$ cat config.mk
export PLATFORM = sky130hd
export DESIGN_NAME = capture_pair_frequency_meter
export DESIGN_NICKNAME = d
export VERILOG_FILES = /design/src/hw/rtl/cpfm_pkg.sv /design/src/hw/rtl/cpfm_div.sv /design/src/hw/rtl/capture_pair_frequency_meter.sv
export SDC_FILE = /design/constraint.sdc
export NUM_CORES = 1
export LEC_CHECK = 0
export BUFFER_PORTS_ARGS = -buffer_cell sky130_fd_sc_hd__buf_2
export CAP_MARGIN = 20
export CORE_MARGIN = 1
export CORE_UTILIZATION = 60
export DETAILED_ROUTE_END_ITERATION = 12
export GPL_ROUTABILITY_DRIVEN = 0
export MAX_ROUTING_LAYER = met4
export PLACE_DENSITY = 0.86
export SYNTH_ARGS = -nofsm -noshare
export SYNTH_HDL_FRONTEND = slang
export SYNTH_SLANG_ARGS = --single-unit
export TNS_END_PERCENT = 5
$ cat constraint.sdc
create_clock -name clk -period 6.1 [get_ports clk]
set_input_delay 0.305 -clock clk [delete_from_list [all_inputs] [get_ports clk]]
set_output_delay 0.305 -clock clk [all_outputs]
set_load 0.01 [all_outputs]
$ cat src/hw/rtl/cpfm_pkg.sv
`timescale 1ns / 1ps

package cpfm_pkg;

  localparam int CAP_W = 16;
  localparam int COUNTER_BITS = 16;
  localparam int CLK_W = 28;
  localparam int DIV_W = 16;
  localparam int CFG_IDX_W = 2;
  localparam int STEP_W = $clog2(CLK_W);

  localparam logic [CLK_W-1:0] TIMER_CLOCK_RST = CLK_W'(16000000);
  localparam logic [DIV_W-1:0] PRESCALE_RST = DIV_W'(1679);
  localparam logic [CLK_W-1:0] REPORT_LIMIT_RST = CLK_W'(50);

  localparam logic [CFG_IDX_W-1:0] REG_TIMER_CLOCK = CFG_IDX_W'(0);
  localparam logic [CFG_IDX_W-1:0] REG_PRESCALE = CFG_IDX_W'(1);
  localparam logic [CFG_IDX_W-1:0] REG_REPORT_LIMIT = CFG_IDX_W'(2);

  localparam logic STATUS_OK = 1'b0;
  localparam logic STATUS_NO_PERIOD = 1'b1;

  typedef enum logic [1:0] {
    ST_IDLE,
    ST_DIV_RATE,
    ST_DIV_FREQ,
    ST_RESULT
  } state_t;

  typedef struct packed {
    logic busy;
    logic done;
  } div_stat_t;

endpackage

$ cat src/hw/rtl/cpfm_div.sv
`timescale 1ns / 1ps

module cpfm_div (
  input  logic                            clk,
  input  logic                            rst_n,
  input  logic                            start,
  input  logic [cpfm_pkg::CLK_W-1:0]      dividend,
  input  logic [cpfm_pkg::DIV_W-1:0]      divisor,
  output cpfm_pkg::div_stat_t             stat,
  output logic [cpfm_pkg::CLK_W-1:0]      quotient
);

  localparam logic [cpfm_pkg::STEP_W-1:0] LAST_STEP = cpfm_pkg::STEP_W'(cpfm_pkg::CLK_W - 1);

  logic [cpfm_pkg::CLK_W-1:0]  quo_r, quo_nxt;
  logic [cpfm_pkg::DIV_W-1:0]  rem_r, rem_nxt;
  logic [cpfm_pkg::DIV_W-1:0]  dsr_r, dsr_nxt;
  logic [cpfm_pkg::STEP_W-1:0] step_r, step_nxt;
  logic                        busy_r, busy_nxt;
  logic                        done_r, done_nxt;
  logic [cpfm_pkg::DIV_W:0]    trial;
  logic [cpfm_pkg::DIV_W:0]    diff;
  logic                        fits;

  // one quotient bit per cycle, restoring
  assign trial = {rem_r, quo_r[cpfm_pkg::CLK_W-1]};
  assign diff  = trial - {1'b0, dsr_r};
  assign fits  = trial >= {1'b0, dsr_r};

  always_comb begin
    quo_nxt  = quo_r;
    rem_nxt  = rem_r;
    dsr_nxt  = dsr_r;
    step_nxt = step_r;
    busy_nxt = busy_r;
    done_nxt = 1'b0;
    if (start) begin
      quo_nxt  = dividend;
      rem_nxt  = '0;
      dsr_nxt  = divisor;
      step_nxt = '0;
      busy_nxt = 1'b1;
    end else if (busy_r) begin
      quo_nxt  = {quo_r[cpfm_pkg::CLK_W-2:0], fits};
      rem_nxt  = fits ? diff[cpfm_pkg::DIV_W-1:0] : trial[cpfm_pkg::DIV_W-1:0];
      step_nxt = step_r + 1'b1;
      if (step_r == LAST_STEP) begin
        busy_nxt = 1'b0;
        done_nxt = 1'b1;
      end
    end
  end

  always_ff @(posedge clk) begin
    quo_r  <= quo_nxt;
    rem_r  <= rem_nxt;
    dsr_r  <= dsr_nxt;
    step_r <= step_nxt;
    if (!rst_n) begin
      busy_r <= 1'b0;
      done_r <= 1'b0;
    end else begin
      busy_r <= busy_nxt;
      done_r <= done_nxt;
    end
  end

  assign stat.busy = busy_r;
  assign stat.done = done_r;
  assign quotient  = quo_r;

endmodule

$ cat src/hw/rtl/capture_pair_frequency_meter.sv
`timescale 1ns / 1ps

// Frequency meter over pairs of 16-bit capture timestamps. The first capture of
// a pair is stored and returns nothing; the second returns frequency =
// (timer_clock / prescale_divisor) / period, period taken modulo 2^16, with a
// within_limit flag for frequency <= report_limit. Equal captures return status
// 1 and frequency 0. A second capture runs two 28-bit divisions on one shared
// bit-serial divider at one quotient bit per cycle, then waits in the result
// state while the output is stalled. Input is taken again as soon as the result
// is loaded into the output register. Prescale divisor 0 acts as 1. The user
// must write configuration only while the block is idle; it is not enforced.

module capture_pair_frequency_meter (
  input  logic                              clk,
  input  logic                              rst_n,
  input  logic                              cfg_we,
  input  logic [cpfm_pkg::CFG_IDX_W-1:0]    cfg_index,
  input  logic [cpfm_pkg::CLK_W-1:0]        cfg_data,
  input  logic                              in_valid,
  output logic                              in_stall,
  input  logic [cpfm_pkg::CAP_W-1:0]        in_capture_value,
  output logic                              out_valid,
  input  logic                              out_stall,
  output logic [cpfm_pkg::CLK_W-1:0]        out_frequency,
  output logic                              out_status,
  output logic                              out_within_limit
);

  cpfm_pkg::state_t state_r, state_nxt;

  logic [cpfm_pkg::CLK_W-1:0]        timer_clock_r;
  logic [cpfm_pkg::DIV_W-1:0]        prescale_r;
  logic [cpfm_pkg::CLK_W-1:0]        report_limit_r;
  logic                              phase_r, phase_nxt;
  logic [cpfm_pkg::COUNTER_BITS-1:0] first_r, first_nxt;
  logic [cpfm_pkg::COUNTER_BITS-1:0] period_r, period_nxt;
  logic                              err_r, err_nxt;
  logic                              out_valid_r, out_valid_nxt;
  logic [cpfm_pkg::CLK_W-1:0]        out_freq_r, out_freq_nxt;
  logic                              out_status_r, out_status_nxt;
  logic                              out_within_r, out_within_nxt;
  logic [cpfm_pkg::COUNTER_BITS-1:0] cap;
  logic [cpfm_pkg::COUNTER_BITS-1:0] period_new;
  logic                              in_accept;
  logic                              div_start;
  logic [cpfm_pkg::CLK_W-1:0]        div_dividend;
  logic [cpfm_pkg::DIV_W-1:0]        div_divisor;
  cpfm_pkg::div_stat_t               div_stat;
  logic [cpfm_pkg::CLK_W-1:0]        div_quotient;

  assign cap        = in_capture_value[cpfm_pkg::COUNTER_BITS-1:0];
  assign period_new = cap - first_r;
  assign in_stall   = (state_r != cpfm_pkg::ST_IDLE);
  assign in_accept  = in_valid && !in_stall;

  // configuration registers
  always_ff @(posedge clk) begin
    if (!rst_n) begin
      timer_clock_r  <= cpfm_pkg::TIMER_CLOCK_RST;
      prescale_r     <= cpfm_pkg::PRESCALE_RST;
      report_limit_r <= cpfm_pkg::REPORT_LIMIT_RST;
    end else if (cfg_we) begin
      case (cfg_index)
        cpfm_pkg::REG_TIMER_CLOCK:  timer_clock_r  <= cfg_data;
        cpfm_pkg::REG_PRESCALE:     prescale_r     <= cfg_data[cpfm_pkg::DIV_W-1:0];
        cpfm_pkg::REG_REPORT_LIMIT: report_limit_r <= cfg_data;
        default: ;
      endcase
    end
  end

  always_comb begin
    state_nxt      = state_r;
    phase_nxt      = phase_r;
    first_nxt      = first_r;
    period_nxt     = period_r;
    err_nxt        = err_r;
    out_valid_nxt  = out_valid_r && out_stall;
    out_freq_nxt   = out_freq_r;
    out_status_nxt = out_status_r;
    out_within_nxt = out_within_r;
    div_start      = 1'b0;
    div_dividend   = timer_clock_r;
    div_divisor    = (prescale_r == '0) ? cpfm_pkg::DIV_W'(1) : prescale_r;
    case (state_r)
      cpfm_pkg::ST_IDLE: begin
        if (in_accept) begin
          if (!phase_r) begin
            first_nxt = cap;
            phase_nxt = 1'b1;
          end else begin
            phase_nxt  = 1'b0;
            period_nxt = period_new;
            if (period_new == '0) begin
              err_nxt   = 1'b1;
              state_nxt = cpfm_pkg::ST_RESULT;
            end else begin
              err_nxt   = 1'b0;
              div_start = 1'b1;
              state_nxt = cpfm_pkg::ST_DIV_RATE;
            end
          end
        end
      end
      cpfm_pkg::ST_DIV_RATE: begin
        if (div_stat.done) begin
          div_start    = 1'b1;
          div_dividend = div_quotient;
          div_divisor  = period_r;
          state_nxt    = cpfm_pkg::ST_DIV_FREQ;
        end
      end
      cpfm_pkg::ST_DIV_FREQ: begin
        if (div_stat.done) begin
          state_nxt = cpfm_pkg::ST_RESULT;
        end
      end
      cpfm_pkg::ST_RESULT: begin
        if (!out_valid_r || !out_stall) begin
          out_valid_nxt = 1'b1;
          if (err_r) begin
            out_freq_nxt   = '0;
            out_status_nxt = cpfm_pkg::STATUS_NO_PERIOD;
            out_within_nxt = 1'b0;
          end else begin
            out_freq_nxt   = div_quotient;
            out_status_nxt = cpfm_pkg::STATUS_OK;
            out_within_nxt = (div_quotient <= report_limit_r);
          end
          state_nxt = cpfm_pkg::ST_IDLE;
        end
      end
      default: state_nxt = cpfm_pkg::ST_IDLE;
    endcase
  end

  always_ff @(posedge clk) begin
    if (!rst_n) begin
      state_r     <= cpfm_pkg::ST_IDLE;
      phase_r     <= 1'b0;
      first_r     <= '0;
      out_valid_r <= 1'b0;
    end else begin
      state_r     <= state_nxt;
      phase_r     <= phase_nxt;
      first_r     <= first_nxt;
      out_valid_r <= out_valid_nxt;
    end
  end

  always_ff @(posedge clk) begin
    period_r     <= period_nxt;
    err_r        <= err_nxt;
    out_freq_r   <= out_freq_nxt;
    out_status_r <= out_status_nxt;
    out_within_r <= out_within_nxt;
  end

  cpfm_div u_div (
    .clk      (clk),
    .rst_n    (rst_n),
    .start    (div_start),
    .dividend (div_dividend),
    .divisor  (div_divisor),
    .stat     (div_stat),
    .quotient (div_quotient)
  );

  assign out_valid        = out_valid_r;
  assign out_frequency    = out_freq_r;
  assign out_status       = out_status_r;
  assign out_within_limit = out_within_r;

endmodule
# Word-level counts from Yosys, hierarchy flattened
# Cells that the tools add are included.
[totals] in_bits=51 ramBits=0 output_inout_bits=32 memories=0 mem_bits_ro=0 regBits=206 latch_bits=0 elab_cells=89
[op_classes] n_eq_ne=12 n_addsub=3 multipliers=0 mux=29 n_reduce_logical=22 order_cmp=2 shifts=0 bitwise=3 n_div=0
[ops] cell="$mux W28" n=4
[ops] cell="$mux W16" n=4
[ops] cell="$logic_not A16 Y1" n=2
[ops] cell="$sub A16 B16 Y16" n=2
[ops] cell="$le A28 B28 Y1" n=1
[ops] cell="$ge A17 B16 Y1" n=1
[ops] cell="$mux W1" n=13
[ops] cell="$mux W2" n=6
[ops] cell="$reduce_and A2 Y1" n=6
[ops] cell="$pmux W2 S4" n=1
[ops] cell="$eq A2 B2 Y1 const B" n=3
[ops] cell="$ne A2 B2 Y1 const B" n=3
[ops] cell="$reduce_and A3 Y1" n=2
[ops] cell="$add A5 B1 Y5 const B" n=1
[ops] cell="$eq A5 B5 Y1 const B" n=1
[ops] cell="$reduce_and A5 Y1" n=1
[ops] cell="$eq A2 B1 Y1 const B" n=2
[ops] cell="$logic_not A2 Y1" n=2
[ops] cell="$ne A2 B1 Y1 const B" n=2
[ops] cell="$reduce_bool A2 Y1" n=2
[ops] cell="$logic_not A1 Y1" n=3
[ops] cell="$ne A3 B3 Y1 const B" n=1
[ops] cell="$not A1 Y1" n=3
[ops] cell="$reduce_or A3 Y1" n=1
[ops] cell="other kinds (3)" n=4

# Longest topological paths before layout
[logic_depth] ltp_word=8 mapped_depth=14

# Modules after synthesis
# Synthesis repeated with hierarchy kept, for this count alone.
[unflattened] cells_unflattened=1126 hier_area_um2=10885.4
[by_module_without_submodules] module="capture_pair_frequency_meter" cells_each=790 instances=1 area_each_um2=7154.4
[by_module_without_submodules] module="cpfm_div" cells_each=336 instances=1 area_each_um2=3731.1

# Least setup slack after synthesis
# OpenSTA, ideal clock, no wires.
[synth_path] path_type="input port to flip-flop" from="input in_capture_value[0] (netlist bit)" to="register u_div.quo_r, in the netlist u_div.quotient[0], enable pin" path_stages=12 path_slack_ns=1.411 arrival_ns=4.233 cell_sequence="inv_1 -> ha_1 -> fa_1 -> nor2b_1 -> o31ai_4 -> a21o_1 -> a211oi_2 -> nor2_1 -> and4_1 -> nand4_2 -> nor2_1 -> o31ai_1"
[synth_between] elab_chain_cells=8 elab_cells_between_ends=9
[synth_lines] element="start: declaration" line_no="capture_pair_frequency_meter.sv:21" source="input logic [cpfm_pkg::CAP_W-1:0] in_capture_value,"
[synth_lines] element="$sub A16 B16 Y16 (*)" line_no="capture_pair_frequency_meter.sv:52" source="assign period_new = cap - first_r;"
[synth_lines] element="named net period_new, one bit" line_no="capture_pair_frequency_meter.sv:43" source="logic [cpfm_pkg::COUNTER_BITS-1:0] period_new;"
[synth_lines] element="$logic_not A16 Y1 (*)" line_no="capture_pair_frequency_meter.sv:94" source="if (period_new == '0) begin"
[synth_lines] element="$mux W1 (*)" line_no="capture_pair_frequency_meter.sv:94"
[synth_lines] element="$mux W1 (*)" line_no="capture_pair_frequency_meter.sv:88" source="if (!phase_r) begin"
[synth_lines] element="$mux W1 (*)" line_no="capture_pair_frequency_meter.sv:87" source="if (in_accept) begin"
[synth_lines] element="$pmux W1 S2 (*)" line_no="capture_pair_frequency_meter.sv:85" source="case (state_r)"
[synth_lines] element="$ne A3 B3 Y1 (no source line) / $reduce_bool A2 Y1 (equally long branches)"
[synth_lines] element="$reduce_and A2 Y1 (no source line) (*)"
[synth_lines] element="end signal: assignment" line_no="cpfm_div.sv:55" source="quo_r <= quo_nxt;"
[synth_lines] element="end: declaration" line_no="cpfm_div.sv:15" source="logic [cpfm_pkg::CLK_W-1:0] quo_r, quo_nxt;"
# Mark *: on every way through the listed nets, which the timed path passes. The rest lies on a longest branch.
# A chain may end at the register's enable or synchronous reset.

# Worst setup path in the final report
[layout_path] from="register first_r[1] (netlist bit)" to="register u_div.quo_r, in the netlist u_div.quotient[4], data pin"
[layout_between] elab_chain_cells=7
[layout_lines] element="start: declaration" line_no="capture_pair_frequency_meter.sv:35" source="logic [cpfm_pkg::COUNTER_BITS-1:0] first_r, first_nxt;"
[layout_lines] element="start signal: assignment" line_no="capture_pair_frequency_meter.sv:146" source="first_r <= first_nxt;"
[layout_lines] element="$sub A16 B16 Y16" line_no="capture_pair_frequency_meter.sv:52"
[layout_lines] element="$logic_not A16 Y1" line_no="capture_pair_frequency_meter.sv:94"
[layout_lines] element="$mux W1" line_no="capture_pair_frequency_meter.sv:94"
[layout_lines] element="$mux W1" line_no="capture_pair_frequency_meter.sv:88"
[layout_lines] element="$mux W1" line_no="capture_pair_frequency_meter.sv:87"
[layout_lines] element="$pmux W1 S2" line_no="capture_pair_frequency_meter.sv:85"
[layout_lines] element="$mux W28" line_no="cpfm_div.sv:37" source="if (start) begin"
[layout_lines] element="named net u_div.quo_nxt, one bit" line_no="cpfm_div.sv:15"
# The timed path passes the listed nets, and every way through them passes these cells.

==> results.sh <==
export IMPL_r2r_start="first_r[1]"
export IMPL_crit_type="register to register"
export IMPL_area_growth_pct=13.08
export IMPL_io_pins=83
export IMPL_cts_setup_buffers=0
export IMPL_wl_per_cell_um=16.36
export IMPL_grt_pass1_wl_um=37050
export IMPL_drive_gt1_share_pct=15.00
export IMPL_place_hpwl_um=14970
export IMPL_worst_path_buf_inv=2
export IMPL_io_buffers=82
export IMPL_dieArea_mm2=0.01786
export IMPL_max_freq_mhz=254.7
export IMPL_slew_headroom_pct=31.96
export IMPL_required_ps=6350
export IMPL_cts_hold_buffers=0
export IMPL_grt_util_met1_pct=33.19
export IMPL_vias=8047
export IMPL_routed_wl_um=22710
export IMPL_rsz0062_at_grt="no"
export IMPL_die_x_um=133.7
export IMPL_finalSetupTns_ps=0
export IMPL_fin_nets=1268
export IMPL_holdWs_ps=30.32
export IMPL_num_rows=47
export IMPL_setup_viol=0
export IMPL_synth_cell_types=68
export IMPL_ant_nets=0
export IMPL_grt_antenna_before_repair=1
export IMPL_peakVddDrop_uv=265.2
export IMPL_finalHoldViolCount=0
export IMPL_worst_pin_slew_ps=1018
export IMPL_cts_tree="done"
export IMPL_met3_usage_pct=3.615
export IMPL_worstSetupEndpointType="register"
export IMPL_drt_vias_per_instance=5.798
export IMPL_r2r_cells=12
export IMPL_post_route_drc_count=0
export IMPL_fin_crit_ps=3926
export IMPL_cp_arrival_ps=4170
export IMPL_netlist_top_cells_area="edfxtp_1 26%, dfxtp_1 22%, ha_1 7.7%"
export IMPL_grt_pass1_vias=7850
export IMPL_fin_crit_sh_pct=64.36
export IMPL_powerDensity_mw_per_mm2=368.7
export IMPL_finalPower_mw=4.336
export IMPL_hold_end="timer_clock_r[22]"
export IMPL_clk_latency_ps=500
export IMPL_hold_depth=3
export IMPL_crit_family="compound AO/OA/AOI/OAI gates"
export IMPL_ys_seq_area_share_pct=48.42
export IMPL_maxSlewViolCount=0
export IMPL_synthesis_nets=1201
export IMPL_synth_warning_count=0
export IMPL_cts_buffer_depth=3
export IMPL_grt_usage_pct=26.46
export IMPL_min_from="cfg_data[22]"
export IMPL_ys_seq_elements=206
export IMPL_synth_commonest_cells="211 x nand2_1, 115 x dfxtp_1, 91 x edfxtp_1, 81 x inv_1, 71 x a21oi_1"
export IMPL_critPathMaxFanout=17
export IMPL_max_stage_delay_ps=590
export IMPL_syn_mean_instance_area_um2=9.593
export IMPL_yosys_most_used_dff="dfxtp_1"
export IMPL_start_util_pct=62.05
export IMPL_coreArea_mm2=0.01676
export IMPL_ctsResizeCount=0
export IMPL_holdCritPathClass="input pin to register"
export IMPL_htreeDepth=1
export IMPL_use_met2_pct=43.95
export IMPL_r2r_slack_ps=2170
export IMPL_clk_pin_slew_worst_paths_ps=60
export IMPL_grt_max_degree=55
export IMPL_dieHeight_um=133.7
export IMPL_crit_slowest_cell="o22ai_4"
export IMPL_outcome="finished, final reports clean"
export IMPL_skew_ps=10.03
export IMPL_cts_sinks=206
export IMPL_grt_overflow=0
export IMPL_top_usage_layer="met2"
export IMPL_dr_pass1_iters=5
export IMPL_initialDrtViolationCount=596
export IMPL_syn_inst=1084
export IMPL_clock_root_buffer="clkbuf_16"
export IMPL_r2r_end="u_div.quotient[4]"
export IMPL_yosysMostFrequentCell="nand2_1"
export IMPL_final_util_pct=70.16
export IMPL_synth_largest_area_cell="edfxtp_1"
export IMPL_p_leak_nw=4.635
export IMPL_numCtsBuffers=22
export IMPL_synth_edf_count=91
export IMPL_async_flop_share_pct=0
export IMPL_path_cells="inv_1, ha_1, nor2b_1, o2111ai_1, nand3_1, a21o_1, o32a_1, o22ai_2, nand4_2, o22ai_4, buf_4, mux2_1"
export IMPL_start_kind="register"
export IMPL_maxCapViolations=0
export IMPL_netlist_area_leader_share_pct=26.28
export IMPL_netlist_area_mm2=0.01040
## layout make-up
type                       instances  area [um^2]
multi-input combinational        747         4865
antenna                            1        2.502
inverter                          83        311.5
clock inverter                    11        83.83
tap                              220        275.3
fill                            1179         5001
timing repair buffer              91        481.7
clock buffer                      29        704.4
sequential                       206         5035
## per-layer routing
layer	vias up	share of wire (%)
li1	3887	-
met1	3850	43
met2	249	49
met3	61	5.5
met4	0	3.2
met5	-	0
## worst reg2reg max path: stages (launching register included)
cell and delay [ps]:
dfxtp_1 380, inv_1 60, ha_1 260, nor2b_1 150, o2111ai_1 310, nand3_1 240, a21o_1 240, o32a_1 340
o22ai_2 200, nand4_2 180, o22ai_4 590, buf_4 360, mux2_1 370
## stage by stage
step | area, um^2 | worst slack (ps) | std cells
finish | 11760 | 2174 | 1388
floorplan | 10400 | 1411 | 1084
global route | 11760 | 1977 | 1388
CTS | 11740 | 2210 | 1385
global placement | 10950 | 2229 | 1345
detailed placement | 10950 | 2113 | 1345
## placed cells by master, fill, tap and decap left out, drive strengths merged, types with 5 or more instances in the layout
| cell | n |
|---|---|
| o211ai | 7 |
| nor4 | 6 |
| edfxtp | 91 |
| mux2 | 43 |
| o21a | 7 |
| or3 | 8 |
| nor3 | 15 |
| xnor2 | 14 |
| o31ai | 6 |
| a31oi | 7 |
| o22ai | 5 |
| a21boi | 37 |
| buf | 91 |
| nand4 | 11 |
| o21ai | 31 |
| ha | 64 |
| clkbuf | 29 |
| nor2b | 36 |
| nand2b | 9 |
| a21o | 17 |
| inv | 83 |
| nand2 | 211 |
| dfxtp | 115 |
| a21oi | 72 |
| nand3 | 25 |
| nor2 | 50 |
| xor2 | 10 |
| clkinv | 7 |
| a211oi | 19 |
## state kept, by name, summed over array words and instances (netlist names)
register,count
u_div.dsr_r,16
u_div.busy_r,1
first_r,16
out_frequency,28
report_limit_r,28
out_within_limit,1
err_r,1
phase_r,1
u_div.step_r,5
prescale_r,16
u_div.rem_r,16
out_status,1
u_div.quotient,28
u_div.done_r,1
timer_clock_r,28
out_valid,1
period_r,16
state_r,2
## worst max-delay path by stage
stage / start / to / slack, ps / cells past startpoint
after floorplan: in_capture_value[0] / u_div.quotient[0] / 1410 / 12
after CTS: first_r[1] / u_div.quotient[4] / 2210 / 12
after global placement: in_capture_value[0] / u_div.quotient[25] / 2230 / 13
after global routing: first_r[0] / u_div.rem_r[8] / 1980 / 11
after detailed placement: in_capture_value[0] / u_div.quotient[1] / 2110 / 13
final: first_r[1] / u_div.quotient[4] / 2170 / 12
## kinds of logic (layout without fill, tap and decap cells)
logic type / Yosys count / in the layout / synth area share (%)
simple gates: 389 / 389 / 16.99
compound gates: 222 / 222 / 14.45
flops: 206 / 206 / 48.42
buf+inv: 131 / 214 / 5.089
fa+ha+maj: 66 / 66 / 8.086
mux: 46 / 46 / 4.945
xor+xnor: 24 / 24 / 2.021
other cells: 0 / 1 / 0
## report_power, final
part / internal (mW) / switching (mW) / total, mW
registers: 1.64 / 0.115 / 1.76
clock network: 0.857 / 0.544 / 1.40
logic: 0.494 / 0.685 / 1.18
total: 2.99 / 1.35 / 4.34
Note: power is estimated with default switching activity, not from simulation.
